`config.mk`:
```
export PLATFORM = sky130hd
export DESIGN_NAME = aging_priority_event_queue_flat
export DESIGN_NICKNAME = d
export VERILOG_FILES = /design/src/rtl/apeq_pkg.sv /design/src/rtl/apeq_if.sv /design/src/rtl/aging_priority_event_queue.sv /design/src/flat_wrapper.sv
export SDC_FILE = /design/constraint.sdc
export NUM_CORES = 2
export LEC_CHECK = 0
export BUFFER_PORTS_ARGS = -buffer_cell sky130_fd_sc_hd__buf_2
export CAP_MARGIN = 20
export CORE_MARGIN = 2
export CORE_UTILIZATION = 50
export DETAILED_ROUTE_END_ITERATION = 6
export MAX_ROUTING_LAYER = met4
export PLACE_DENSITY = 0.64
export SKIP_LAST_GASP = 1
export SLEW_MARGIN = 10
export SYNTH_ARGS = -nofsm -noshare
export SYNTH_HDL_FRONTEND = slang
export SYNTH_SLANG_ARGS = --single-unit
export TNS_END_PERCENT = 20
```
`constraint.sdc`:
```
create_clock -name clk -period 13.1 [get_ports clk]
set_input_delay 2.62 -clock clk [delete_from_list [all_inputs] [get_ports clk]]
set_output_delay 2.62 -clock clk [all_outputs]
set_load 0.02 [all_outputs]
```
`src/rtl/apeq_pkg.sv`:
```
// Package for the aging priority event queue: command codes, config indices,
// state encoding and the input and output beat records. No dependencies.
package apeq_pkg;

    localparam logic [1:0] CMD_ADD    = 2'd0;
    localparam logic [1:0] CMD_CHOOSE = 2'd1;
    localparam logic [1:0] CMD_CLEAR  = 2'd2;

    localparam logic [1:0] CFG_FILTER_ENABLE   = 2'd0;
    localparam logic [1:0] CFG_FILTER_PRIORITY = 2'd1;
    localparam logic [1:0] CFG_PRELOAD_TICKS   = 2'd2;

    typedef enum logic [2:0] {
        ST_IDLE,
        ST_SCAN_A,
        ST_SCAN_B,
        ST_CLEAN,
        ST_OUT
    } state_t;

    typedef struct packed {
        logic [1:0]  cmd;
        logic [31:0] now_tick;
        logic [15:0] event_handle;
        logic [15:0] max_age;
        logic [15:0] priority_req;
        logic        filter_flag;
        logic        keep_flag;
        logic        d_tag;
        logic [7:0]  accept_prob;
        logic [6:0]  rand_draw;
    } in_beat_t;

    typedef struct packed {
        logic        added;
        logic [3:0]  slot_index;
        logic        evicted;
        logic        winner_found;
        logic [15:0] winner_handle;
        logic        kept_d_flag;
        logic [4:0]  live_count;
    } out_beat_t;

endpackage

```
`src/rtl/apeq_if.sv`:
```
// Valid/ready channel interfaces for the event queue.
// Depends on apeq_pkg.
interface apeq_in_if;
    apeq_pkg::in_beat_t data;
    logic valid;
    logic ready;
    modport source (output valid, output data, input ready);
    modport sink (input valid, input data, output ready);
endinterface

interface apeq_out_if;
    apeq_pkg::out_beat_t data;
    logic valid;
    logic ready;
    modport source (output valid, output data, input ready);
    modport sink (input valid, input data, output ready);
endinterface

```
`src/rtl/aging_priority_event_queue.sv`:
```
// Aging priority event queue: slot records held in one synchronous memory.
// Depends on apeq_pkg and apeq_if.
// An add scans all slots before its result beat; a choose on a non-empty queue
// scans, then clears if it found a winner; clear, no-op and empty choose do not scan.
// One item at a time, set by the memory walk; input waits for the result beat.
// Reset clears control state and valid bits; memory contents need no reset.
module aging_priority_event_queue #(
    parameter int SLOTS       = 16,
    parameter int HANDLE_BITS = 16
) (
    input  logic        clk,
    input  logic        rst_n,
    input  logic        cfg_we,
    input  logic [1:0]  cfg_index,
    input  logic [15:0] cfg_data,
    apeq_in_if.sink     in_ch,
    apeq_out_if.source  out_ch
);
    import apeq_pkg::*;

    localparam int IW = $clog2(SLOTS);
    localparam int CW = $clog2(SLOTS + 1);

    typedef struct packed {
        logic [31:0]            tick;
        logic [15:0]            sub;
        logic [15:0]            max_age;
        logic [15:0]            pri;
        logic                   filt;
        logic                   keep;
        logic                   dtag;
        logic [HANDLE_BITS-1:0] handle;
    } rec_t;

    rec_t mem [SLOTS];
    rec_t rd_reg;
    logic [IW-1:0] raddr;
    logic          we;
    logic [IW-1:0] waddr;
    rec_t          wdata;

    always_ff @(posedge clk)
    begin
        if (we)
        begin
            mem[waddr] <= wdata;
        end
        rd_reg <= mem[raddr];
    end

    logic                 filt_en_reg;
    logic [15:0]          filt_pri_reg;
    logic [15:0]          preload_reg;
    logic [SLOTS-1:0]     en_reg, en_next;
    logic [CW-1:0]        cnt_reg, cnt_next;
    logic [31:0]          last_tick_reg, last_tick_next;
    logic [15:0]          last_sub_reg, last_sub_next;
    logic                 kd_reg, kd_next;
    state_t               st_reg, st_next;
    in_beat_t             in_reg, in_next;
    out_beat_t            out_reg, out_next;
    logic                 ov_reg, ov_next;
    logic [CW-1:0]        ptr_reg, ptr_next;
    logic                 rv_reg, rv_next;
    logic [IW-1:0]        ri_reg, ri_next;
    logic                 exp_found_reg, exp_found_next;
    logic [IW-1:0]        exp_idx_reg, exp_idx_next;
    logic                 pri_found_reg, pri_found_next;
    logic [IW-1:0]        pri_idx_reg, pri_idx_next;
    logic                 win_reg, win_next;
    logic [IW-1:0]        wi_reg, wi_next;
    logic [15:0]          bpri_reg, bpri_next;
    logic [31:0]          bage_reg, bage_next;
    logic [15:0]          bsub_reg, bsub_next;
    logic [31:0]          wt_reg, wt_next;
    logic [HANDLE_BITS-1:0] wh_reg, wh_next;
    logic                 kdacc_reg, kdacc_next;

    always_ff @(posedge clk or negedge rst_n)
    begin
        if (!rst_n)
        begin
            filt_en_reg  <= 1'b0;
            filt_pri_reg <= '0;
            preload_reg  <= '0;
        end
        else if (cfg_we)
        begin
            case (cfg_index)
                CFG_FILTER_ENABLE:   filt_en_reg  <= cfg_data[0];
                CFG_FILTER_PRIORITY: filt_pri_reg <= cfg_data;
                CFG_PRELOAD_TICKS:   preload_reg  <= cfg_data;
                default: ;
            endcase
        end
    end

    always_ff @(posedge clk or negedge rst_n)
    begin
        if (!rst_n)
        begin
            st_reg        <= ST_IDLE;
            en_reg        <= '0;
            cnt_reg       <= '0;
            last_tick_reg <= '0;
            last_sub_reg  <= '0;
            kd_reg        <= 1'b0;
            ov_reg        <= 1'b0;
            rv_reg        <= 1'b0;
        end
        else
        begin
            st_reg        <= st_next;
            en_reg        <= en_next;
            cnt_reg       <= cnt_next;
            last_tick_reg <= last_tick_next;
            last_sub_reg  <= last_sub_next;
            kd_reg        <= kd_next;
            ov_reg        <= ov_next;
            rv_reg        <= rv_next;
        end
    end

    always_ff @(posedge clk)
    begin
        in_reg        <= in_next;
        out_reg       <= out_next;
        ptr_reg       <= ptr_next;
        ri_reg        <= ri_next;
        exp_found_reg <= exp_found_next;
        exp_idx_reg   <= exp_idx_next;
        pri_found_reg <= pri_found_next;
        pri_idx_reg   <= pri_idx_next;
        win_reg       <= win_next;
        wi_reg        <= wi_next;
        bpri_reg      <= bpri_next;
        bage_reg      <= bage_next;
        bsub_reg      <= bsub_next;
        wt_reg        <= wt_next;
        wh_reg        <= wh_next;
        kdacc_reg     <= kdacc_next;
    end

    assign in_ch.ready  = (st_reg == ST_IDLE) && !ov_reg;
    assign out_ch.valid = ov_reg;
    assign out_ch.data  = out_reg;

    logic [31:0] ref_tick;
    logic [31:0] age_add, age_ch;
    logic        exp_add, exp_ch, filtered, rec_en;
    logic        accept;
    logic        first_free_found;
    logic [IW-1:0] first_free;
    logic        better, older;

    assign ref_tick = in_reg.now_tick + {16'd0, preload_reg};
    assign age_add  = in_reg.now_tick - rd_reg.tick;
    assign age_ch   = ref_tick - rd_reg.tick;
    assign rec_en   = en_reg[ri_reg];
    assign exp_add  = (rd_reg.max_age != 16'd0) && (age_add > {16'd0, rd_reg.max_age});
    assign exp_ch   = (rd_reg.max_age != 16'd0)
                   && ($signed(age_ch) > $signed({16'd0, rd_reg.max_age}));
    assign filtered = filt_en_reg && rd_reg.filt && (rd_reg.pri < filt_pri_reg);
    assign accept   = $signed({1'b0, in_reg.rand_draw}) <= $signed(in_reg.accept_prob);
    assign better   = (rd_reg.pri > bpri_reg)
                   || (win_reg && rd_reg.pri == bpri_reg
                       && ($signed(age_ch) < $signed(bage_reg)
                           || (age_ch == bage_reg && bsub_reg < rd_reg.sub)));
    assign older    = (rd_reg.tick < wt_reg)
                   || (rd_reg.tick == wt_reg && rd_reg.sub < bsub_reg);

    always_comb
    begin
        first_free_found = 1'b0;
        first_free       = '0;
        for (int i = SLOTS - 1; i >= 0; i--)
        begin
            if (!en_reg[i])
            begin
                first_free_found = 1'b1;
                first_free       = IW'(i);
            end
        end
    end

    logic          sel_ok;
    logic [IW-1:0] sel_idx;
    logic          sel_ev;
    logic [15:0]   new_sub;

    always_comb
    begin
        st_next        = st_reg;
        en_next        = en_reg;
        cnt_next       = cnt_reg;
        last_tick_next = last_tick_reg;
        last_sub_next  = last_sub_reg;
        kd_next        = kd_reg;
        in_next        = in_reg;
        out_next       = out_reg;
        ov_next        = ov_reg;
        ptr_next       = ptr_reg;
        rv_next        = 1'b0;
        ri_next        = ri_reg;
        exp_found_next = exp_found_reg;
        exp_idx_next   = exp_idx_reg;
        pri_found_next = pri_found_reg;
        pri_idx_next   = pri_idx_reg;
        win_next       = win_reg;
        wi_next        = wi_reg;
        bpri_next      = bpri_reg;
        bage_next      = bage_reg;
        bsub_next      = bsub_reg;
        wt_next        = wt_reg;
        wh_next        = wh_reg;
        kdacc_next     = kdacc_reg;
        raddr          = ptr_reg[IW-1:0];
        we             = 1'b0;
        waddr          = '0;
        wdata          = '0;
        sel_ok         = 1'b0;
        sel_idx        = '0;
        sel_ev         = 1'b0;
        new_sub        = '0;

        if (ov_reg && out_ch.ready)
        begin
            ov_next = 1'b0;
        end

        case (st_reg)
            ST_IDLE:
            begin
                if (in_ch.valid && in_ch.ready)
                begin
                    in_next        = in_ch.data;
                    ptr_next       = '0;
                    exp_found_next = 1'b0;
                    pri_found_next = 1'b0;
                    win_next       = 1'b0;
                    bpri_next      = '0;
                    bage_next      = '0;
                    bsub_next      = '0;
                    kdacc_next     = 1'b0;
                    case (in_ch.data.cmd)
                        CMD_ADD:    st_next = ST_SCAN_A;
                        CMD_CHOOSE: st_next = (cnt_reg != '0) ? ST_SCAN_B : ST_OUT;
                        CMD_CLEAR:
                        begin
                            en_next  = '0;
                            cnt_next = '0;
                            st_next  = ST_OUT;
                        end
                        default:    st_next = ST_OUT;
                    endcase
                end
            end
            ST_SCAN_A:
            begin
                if (ptr_reg < CW'(SLOTS))
                begin
                    raddr    = ptr_reg[IW-1:0];
                    rv_next  = 1'b1;
                    ri_next  = ptr_reg[IW-1:0];
                    ptr_next = ptr_reg + 1'b1;
                end
                if (rv_reg)
                begin
                    if (!exp_found_reg && exp_add)
                    begin
                        exp_found_next = 1'b1;
                        exp_idx_next   = ri_reg;
                    end
                    if (!pri_found_reg && rd_reg.pri <= in_reg.priority_req)
                    begin
                        pri_found_next = 1'b1;
                        pri_idx_next   = ri_reg;
                    end
                end
                else if (ptr_reg == CW'(SLOTS))
                begin
                    if (first_free_found)
                    begin
                        sel_ok  = 1'b1;
                        sel_idx = first_free;
                    end
                    else if (exp_found_reg)
                    begin
                        sel_ok  = 1'b1;
                        sel_idx = exp_idx_reg;
                        sel_ev  = 1'b1;
                    end
                    else if (pri_found_reg)
                    begin
                        sel_ok  = 1'b1;
                        sel_idx = pri_idx_reg;
                        sel_ev  = 1'b1;
                    end
                    out_next = '0;
                    if (accept && sel_ok)
                    begin
                        new_sub = (in_reg.now_tick == last_tick_reg)
                                ? last_sub_reg + 16'd1 : 16'd0;
                        last_sub_next  = new_sub;
                        last_tick_next = in_reg.now_tick;
                        we             = 1'b1;
                        waddr          = sel_idx;
                        wdata.tick     = in_reg.now_tick;
                        wdata.sub      = new_sub;
                        wdata.max_age  = in_reg.max_age;
                        wdata.pri      = in_reg.priority_req;
                        wdata.filt     = in_reg.filter_flag;
                        wdata.keep     = in_reg.keep_flag;
                        wdata.dtag     = in_reg.d_tag;
                        wdata.handle   = HANDLE_BITS'(in_reg.event_handle);
                        en_next[sel_idx] = 1'b1;
                        if (!sel_ev)
                        begin
                            cnt_next = cnt_reg + 1'b1;
                        end
                        out_next.added      = 1'b1;
                        out_next.slot_index = 4'(sel_idx);
                        out_next.evicted    = sel_ev;
                    end
                    out_next.kept_d_flag = kd_reg;
                    out_next.live_count  = 5'(cnt_next);
                    ov_next = 1'b1;
                    st_next = ST_IDLE;
                end
            end
            ST_SCAN_B:
            begin
                if (ptr_reg < CW'(SLOTS))
                begin
                    raddr    = ptr_reg[IW-1:0];
                    rv_next  = 1'b1;
                    ri_next  = ptr_reg[IW-1:0];
                    ptr_next = ptr_reg + 1'b1;
                end
                if (rv_reg && rec_en)
                begin
                    if (exp_ch || filtered)
                    begin
                        en_next[ri_reg] = 1'b0;
                        cnt_next        = cnt_reg - 1'b1;
                    end
                    else if (better)
                    begin
                        win_next  = 1'b1;
                        wi_next   = ri_reg;
                        bpri_next = rd_reg.pri;
                        bage_next = age_ch;
                        bsub_next = rd_reg.sub;
                        wt_next   = rd_reg.tick;
                        wh_next   = rd_reg.handle;
                    end
                end
                else if (!rv_reg && ptr_reg == CW'(SLOTS))
                begin
                    ptr_next = '0;
                    st_next  = win_reg ? ST_CLEAN : ST_OUT;
                end
            end
            ST_CLEAN:
            begin
                if (ptr_reg < CW'(SLOTS))
                begin
                    raddr    = ptr_reg[IW-1:0];
                    rv_next  = 1'b1;
                    ri_next  = ptr_reg[IW-1:0];
                    ptr_next = ptr_reg + 1'b1;
                end
                if (rv_reg && rec_en && ri_reg != wi_reg)
                begin
                    if (older)
                    begin
                        if (!rd_reg.keep)
                        begin
                            en_next[ri_reg] = 1'b0;
                            cnt_next        = cnt_reg - 1'b1;
                        end
                    end
                    else if (rd_reg.dtag)
                    begin
                        kdacc_next = 1'b1;
                    end
                end
                else if (!rv_reg && ptr_reg == CW'(SLOTS))
                begin
                    en_next[wi_reg] = 1'b0;
                    cnt_next        = cnt_reg - 1'b1;
                    kd_next         = kdacc_reg;
                    st_next         = ST_OUT;
                end
            end
            ST_OUT:
            begin
                out_next = '0;
                if (in_reg.cmd == CMD_CHOOSE && win_reg)
                begin
                    out_next.winner_found  = 1'b1;
                    out_next.slot_index    = 4'(wi_reg);
                    out_next.winner_handle = 16'(wh_reg);
                end
                out_next.kept_d_flag = kd_reg;
                out_next.live_count  = 5'(cnt_reg);
                ov_next = 1'b1;
                st_next = ST_IDLE;
            end
            default: st_next = ST_IDLE;
        endcase
    end

endmodule

```
`src/flat_wrapper.sv`:
```
// flat-port wrapper written by rule: the top's interface ports become plain ports
module aging_priority_event_queue_flat import apeq_pkg::*;
#(
    parameter int SLOTS       = 16,
    parameter int HANDLE_BITS = 16
)
  (clk, rst_n, cfg_we, cfg_index, cfg_data, in_ch_valid, in_ch_data, in_ch_ready, out_ch_valid, out_ch_data, out_ch_ready);
  apeq_in_if in_ch_i ();
  apeq_out_if out_ch_i ();
  input  logic clk;
  input  logic rst_n;
  input  logic cfg_we;
  input  logic [1:0] cfg_index;
  input  logic [15:0] cfg_data;
  input wire logic [$bits(in_ch_i.valid)-1:0] in_ch_valid;
  input wire logic [$bits(in_ch_i.data)-1:0] in_ch_data;
  output wire logic [$bits(in_ch_i.ready)-1:0] in_ch_ready;
  output wire logic [$bits(out_ch_i.valid)-1:0] out_ch_valid;
  output wire logic [$bits(out_ch_i.data)-1:0] out_ch_data;
  input wire logic [$bits(out_ch_i.ready)-1:0] out_ch_ready;
  assign in_ch_i.valid = in_ch_valid;
  assign in_ch_i.data = in_ch_data;
  assign in_ch_ready = in_ch_i.ready;
  assign out_ch_valid = out_ch_i.valid;
  assign out_ch_data = out_ch_i.data;
  assign out_ch_i.ready = out_ch_ready;
  aging_priority_event_queue #(.SLOTS(SLOTS), .HANDLE_BITS(HANDLE_BITS)) u_core (.clk(clk), .rst_n(rst_n), .cfg_we(cfg_we), .cfg_index(cfg_index), .cfg_data(cfg_data), .in_ch(in_ch_i), .out_ch(out_ch_i));
endmodule
```
# --- Yosys cells after proc, flatten, opt, wreduce, memory -nomap -nowiden ---
# Memories as Yosys holds them, arrays and structs flattened. A register that Yosys moved wholly into a read port is not among the register bits.
# Cells that the tools add are included.
totals:
  ff_bits: 374
  mem_bits_rw: 1584
  inputBits: 123
  output_inout_bits: 31
  wordCells: 326
  mem_count: 1
mem_list:
  columns: ["name", "depth", "word_bits", "rd", "rd_ports_with_merged_regs", "wr", "line_no", "rtl"]
  rows:
  - ["u_core.mem", 16, 99, 1, 1, 1, "aging_priority_event_queue.sv:35", "rec_t mem [SLOTS];"]
classes:
  n_addsub: 7
  magnitude_cmp: 17
  n_eq_ne: 37
  mux: 153
  bitwise_logic: 8
  n_reduce_logical: 61
op_table:
  columns: ["operator", "count"]
  rows:
  - ["99-bit 2-to-1 mux", 4]
  - ["16-bit 2-to-1 mux", 19]
  - ["32-bit 2-to-1 mux", 4]
  - ["4-bit 2-to-1 mux", 27]
  - ["32-bit == test", 3]
  - ["5-bit 2-to-1 mux", 16]
  - ["32-bit less-than comparator", 2]
  - ["16-bit one-hot mux with 2 select lines", 2]
  - ["16-bit one-hot mux with 4 select lines", 1]
  - ["32-bit one-hot mux with 2 select lines", 1]
  - ["32-bit subtractor", 2]
  - ["29-bit 2-to-1 mux", 2]
  - ["29-bit one-hot mux with 2 select lines", 1]
  - ["1-bit 2-to-1 mux", 52]
  - ["16-bit less-than comparator", 3]
  - ["32-bit by 16-bit adder with 32-bit output", 1]
  - ["16-bit AND", 2]
  - ["32-bit by 16-bit > comparator with 1-bit output", 1]
  - ["32-bit by 17-bit > comparator with 1-bit output", 1]
  - ["16-bit inverter", 2]
  - ["3-bit 2-to-1 mux", 9]
  - ["2-bit by 1-bit inequality test with 1-bit output (second input constant)", 12]
  - ["1-bit logical AND", 21]
  - ["5-bit one-hot mux with 4 select lines", 1]
  - ["other kinds (49)", 94]

# --- Logic depth before layout (Yosys ltp) ---
logic_depth:
  depth_word: 29
  ltp_mapped: 24
  depth_no_buf: 22

# --- Worst setup path after synthesis ---
# No wires, ideal clock.
synth_timing:
  path_type: "register to register"
  startpoint: "register u_core.in_reg[67] (netlist name)"
  endpoint: "register u_core.bage_reg[0] (enable)"
  setup_time_ns: 0.496
  arrival_time_ns: 7.366
  required_time_ns: 12.604
  path_slack_ns: 5.238
  stages_incl_launch_ff: 21
  path_buffers: 0
  period_less_slack_ns: 7.862
  cell_sequence: "edfxtp_1 -> inv_1 -> fa_1 -> inv_1 -> ha_1 -> a211oi_2 -> nor2_1 -> o31a_1 -> nor2b_1 -> o21ai_0 -> nand3_1 -> nand2_1 -> xor2_1 -> ha_1 -> nand4_1 -> or4_1 -> a211o_1 -> or4_4 -> nor3_1 -> a41oi_1 -> o21ai_1"
synth_via:
  elab_chain_cells: 9
  word_cells_on_any_way: 14
  cone_classes: "add/sub (2); order compare (2); eq/ne (3); reduce/logical (7)"
synth_lines:
  columns: ["element", "line_no", "rtl"]
  rows:
  - ["from (decl)", "aging_priority_event_queue.sv:60", "in_beat_t in_reg, in_next;"]
  - ["from (signal assigned)", "aging_priority_event_queue.sv:126", "in_reg <= in_next;"]
  - ["32-bit by 16-bit adder with 32-bit output (*)", "aging_priority_event_queue.sv:156", "assign ref_tick = in_reg.now_tick + {16'd0, preload_reg};"]
  - ["32-bit subtractor (*)", "aging_priority_event_queue.sv:158", "assign age_ch = ref_tick - rd_reg.tick;"]
  - ["named net u_core.age_ch[15]", "aging_priority_event_queue.sv:149", "logic [31:0] age_add, age_ch;"]
  - ["branches (longest 6 deep; another with 32-bit less-than comparator)", null, null]
  - ["5-bit AND reduction (no source line) (*)", null, null]
  - ["to (signal assigned)", "aging_priority_event_queue.sv:137", "bage_reg <= bage_next;"]
  - ["to (decl)", "aging_priority_event_queue.sv:73", "logic [31:0] bage_reg, bage_next;"]
# Mark *: on every way through the listed nets, which the timed path passes.
# A chain may end at the register's enable or synchronous reset.

# --- Worst setup path after layout ---
layout_timing:
  startpoint: "register u_core.in_reg[72] (netlist name)"
  endpoint: "register u_core.wh_reg[14] (enable)"
layout_via:
  elab_chain_cells: 8
  word_cells_on_any_way: 13
  cone_classes: "add/sub (2); order compare (2); eq/ne (1); bitwise (1); reduce/logical (7)"
layout_lines:
  columns: ["element", "line_no", "rtl"]
  rows:
  - ["32-bit by 16-bit adder with 32-bit output (*)", "aging_priority_event_queue.sv:156", null]
  - ["32-bit subtractor (*)", "aging_priority_event_queue.sv:158", null]
  - ["named net u_core.age_ch[12]", "aging_priority_event_queue.sv:149", null]
  - ["branches (longest 5 deep; another with 32-bit less-than comparator)", null, null]
  - ["4-bit AND reduction (no source line) (*)", null, null]
  - ["to (signal assigned)", "aging_priority_event_queue.sv:140", "wh_reg <= wh_next;"]
  - ["to (decl)", "aging_priority_event_queue.sv:76", "logic [HANDLE_BITS-1:0] wh_reg, wh_next;"]
# Marked as above.

==> flow_metrics.py <==
metrics = {
    "run_status": {
        "status": "complete, no violations",
    },
    "cts": {
        "cts_tree": "yes",
        "clock_latency_ns": 0.88,
        "cts-root-buf": "clkbuf_16",
        "postCtsSetupRepairBufs": 0,
        "clock_sinks": 2057,
        "cts_resized": 0,
        "clockBufferDepth": 3,
        "ctsHtreeMaxLevel": 4,
        "postCtsHoldBufs": 0,
        "cts_buffers": 208,
        "clk_pin_slew_ns": 0.06,
    },
    "place": {
        "gp_congestion": 0.932,
        "post_dp_cell_area_um2": 88700,
        "dpl.hpwl_um": 123000,
        "io_buffer_count": 153,
    },
    "setup_path": {
        "critPathKind": "flip-flop to flip-flop",
        "cp_max_fo": 47,
        "arrival_ns": 7.04,
        "crit_slowest_cell": "buf_4",
        "crit_chain": "inv_1, fa_1, inv_1, ha_1, a211o_1, a32oi_1, o21ai_1, o21ai_0, nor2b_1, xnor2_1, ha_1, nand4_1, or4_1, a211o_1, or4_4, nor3_1, a41oi_1, nor2_4, buf_4",
        "crit_path_start_kind": "flip-flop",
        "critPathCaptureType": "flip-flop",
        "crit_family": "simple AND/OR/NAND/NOR gates",
        "cp_num_buf_inv": 3,
        "max_stage_delay_ns": 0.71,
        "crit_required_ns": 13.56,
    },
    "yosys": {
        "ys_types": 76,
        "synth_nets": 5000,
        "ys_top_cells_by_count": "edfxtp_1 (1850), mux4_2 (500), inv_1 (311), ha_1 (233), nor2_1 (186)",
        "seq_area_frac_synth": 0.708,
        "synthCells": 4613,
        "netlist_area_um2": 85100,
        "synth_top_area_frac": 0.653,
        "ys.flop_type": "edfxtp_1",
        "synth-edff-count": 1850,
        "synth_area_leader_cell": "edfxtp_1",
        "yosys_warnings": 0,
        "ys_async_sr_fraction": 0.0525,
        "yosysMostFrequentCell": "edfxtp_1",
        "synth_area_leaders": "edfxtp_1 (65%), mux4_2 (13%), ha_1 (3.4%)",
        "synth.avg_cell_area_um2": 18.4,
        "synth_seq_cells": 2057,
    },
    "floorplanning": {
        "start_util": 0.503,
        "coreArea_um2": 169000,
        "die_h_um": 416,
        "boundaryPins": 154,
        "die-area_um2": 173000,
        "rows": 151,
        "die_w_um": 416,
    },
    "route": {
        "vias": 43900,
        "routed_wirelength_um": 209000,
        "drt_iter0_drc": 4574,
        "route.detailed.drc": 0,
        "drtPass1Iterations": 7,
        "drt-wirelength-per-cell_um": 28.6,
        "antenna_left": 0,
        "viasPerCell": 6.02,
    },
    "global_route": {
        "grt_pass1_wl_um": 305000,
        "grt_pass1_vias": 44200,
        "gr-total-overflow": 0,
        "antenna_found_initial": 20,
        "grt_max_degree": 100,
        "track_usage": 0.250,
    },
    "pwr": {
        "switchingPower_mw": 6.63,
        "p_comb_frac": 0.307,
        "power.total_mw": 20.4,
        "p_int_mw": 13.8,
        "seq_power_share": 0.393,
        "clock_power_share": 0.300,
        "ir_worst_vdd_uv": 139,
        "switching_share": 0.325,
        "power.leakage_nw": 33.5,
        "p_per_area_nw_per_um2": 212,
    },
    "timing": {
        "max_freq_mhz": 152,
        "min_period_over_period": 0.502,
        "rsz0062_at_grt": "false",
        "tightest_slew_ns": 1.20,
        "max-slew-margin-rel": 0.203,
        "skew_ns": 0.0860,
        "tns_ns": 0,
        "hold_viol_final": 0,
        "setup_viol": 0,
        "period_minus_slack_ns": 6.58,
        "final.hold.worst_slack_ns": 0.403,
        "finalMaxSlewViolations": 0,
    },
    "cells_and_area": {
        "area_growth_pct": 13.0,
        "final_area_um2": 96100,
        "largest_reg_flops": 1584,
        "fin_nets": 5272,
        "layout-drive-gt1-share": 0.225,
        "fin_util": 0.568,
    },
    "hold_path": {
        "worstHoldPathType": "flip-flop to flip-flop",
    },
    "run": {
        "maxCapViolCount": 0,
    },
}
[worst paths after layout]
| kind | start | endpoint | slack [ns] | cells after the start |
|---|---|---|---|---|
| max | u_core.in_reg[72] | u_core.wh_reg[14] | 6.52 | 19 |
| min | u_core.rd_reg[5] | u_core.wh_reg[5] | 0.40 | 0 |
| max reg2reg | u_core.in_reg[72] | u_core.wh_reg[14] | 6.52 | 19 |
| min reg2reg | u_core.rd_reg[5] | u_core.wh_reg[5] | 0.40 | 0 |
| max in group asynchronous | rst_n | u_core.last_tick_reg[14] | 10.00 | 2 |
| min in group asynchronous | rst_n | u_core.preload_reg[8] | 1.82 | 1 |
[layout by cell type, fill, tap and decap left out, drive strengths merged, types with 101 or more instances in the layout]
master,count
clkbuf,295
edfxtp,1850
and2,108
dfrtp,108
a21oi,101
nor2,186
ha,233
inv,315
buf,238
mux4,500
[per-stage QoR]
stage,instances,setup WS [ns]
after floorplan,4613,5.24
after global placement,6878,6.48
after detailed placement,6878,6.41
after CTS,7271,6.42
after global routing,7289,6.14
final,7293,6.52
[power by group through the flow]
stage | combinational [mW] | clock (mW) | sequential (mW)
after floorplan | 4.43 | 0 | 7.94
after global placement | 6.23 | 0 | 8.14
after detailed placement | 6.25 | 0 | 8.15
after CTS | 6.30 | 6.22 | 8.01
after global routing | 6.88 | 6.48 | 8.05
final | 6.27 | 6.11 | 8.01
[per-layer routing]
| metal | part of all wire | up-vias | track usage |
|---|---|---|---|
| met4 | 0.020 | 0 | 0.0556 |
| met3 | 0.068 | 275 | 0.0346 |
| met1 | 0.43 | 23200 | 0.353 |
| li1 | - | 18900 | - |
| met2 | 0.48 | 1532 | 0.391 |
| met5 | 0 | - | - |
[area by class of cell]
type | count | area (µm²)
Sequential cell | 2057 | 60200
Multi-Input combinational cell | 2067 | 23200
Antenna cell | 7 | 17.5
Clock buffer | 294 | 5850
Inverter | 312 | 1180
Fill cell | 12800 | 73200
Timing Repair Buffer | 239 | 1500
Clock inverter | 99 | 1380
Tap cell | 2218 | 2780
[cell families after synthesis]
kind of cell               after synthesis  share of synthesized area
and+or+nand+nor                        654                     0.0398
DFF                                   2057                      0.708
buffers and inverters                  489                     0.0218
xor gates and xnor gates               104                     0.0107
AOI/OAI and AO/OA                      503                     0.0403
muxes                                  540                      0.138
adders and majority gates              266                     0.0418
[worst register-to-register path, stage by stage, from the launching register on]
cell and delay, ns:
edfxtp_1 0.40, inv_1 0.09, fa_1 0.56, inv_1 0.05, ha_1 0.35, a211o_1 0.35
a32oi_1 0.26, o21ai_1 0.21, o21ai_0 0.18, nor2b_1 0.20, xnor2_1 0.19, ha_1 0.33
nand4_1 0.13, or4_1 0.55, a211o_1 0.32, or4_4 0.45, nor3_1 0.19, a41oi_1 0.26
nor2_4 0.32, buf_4 0.71
(Power assumes the default switching activity.)
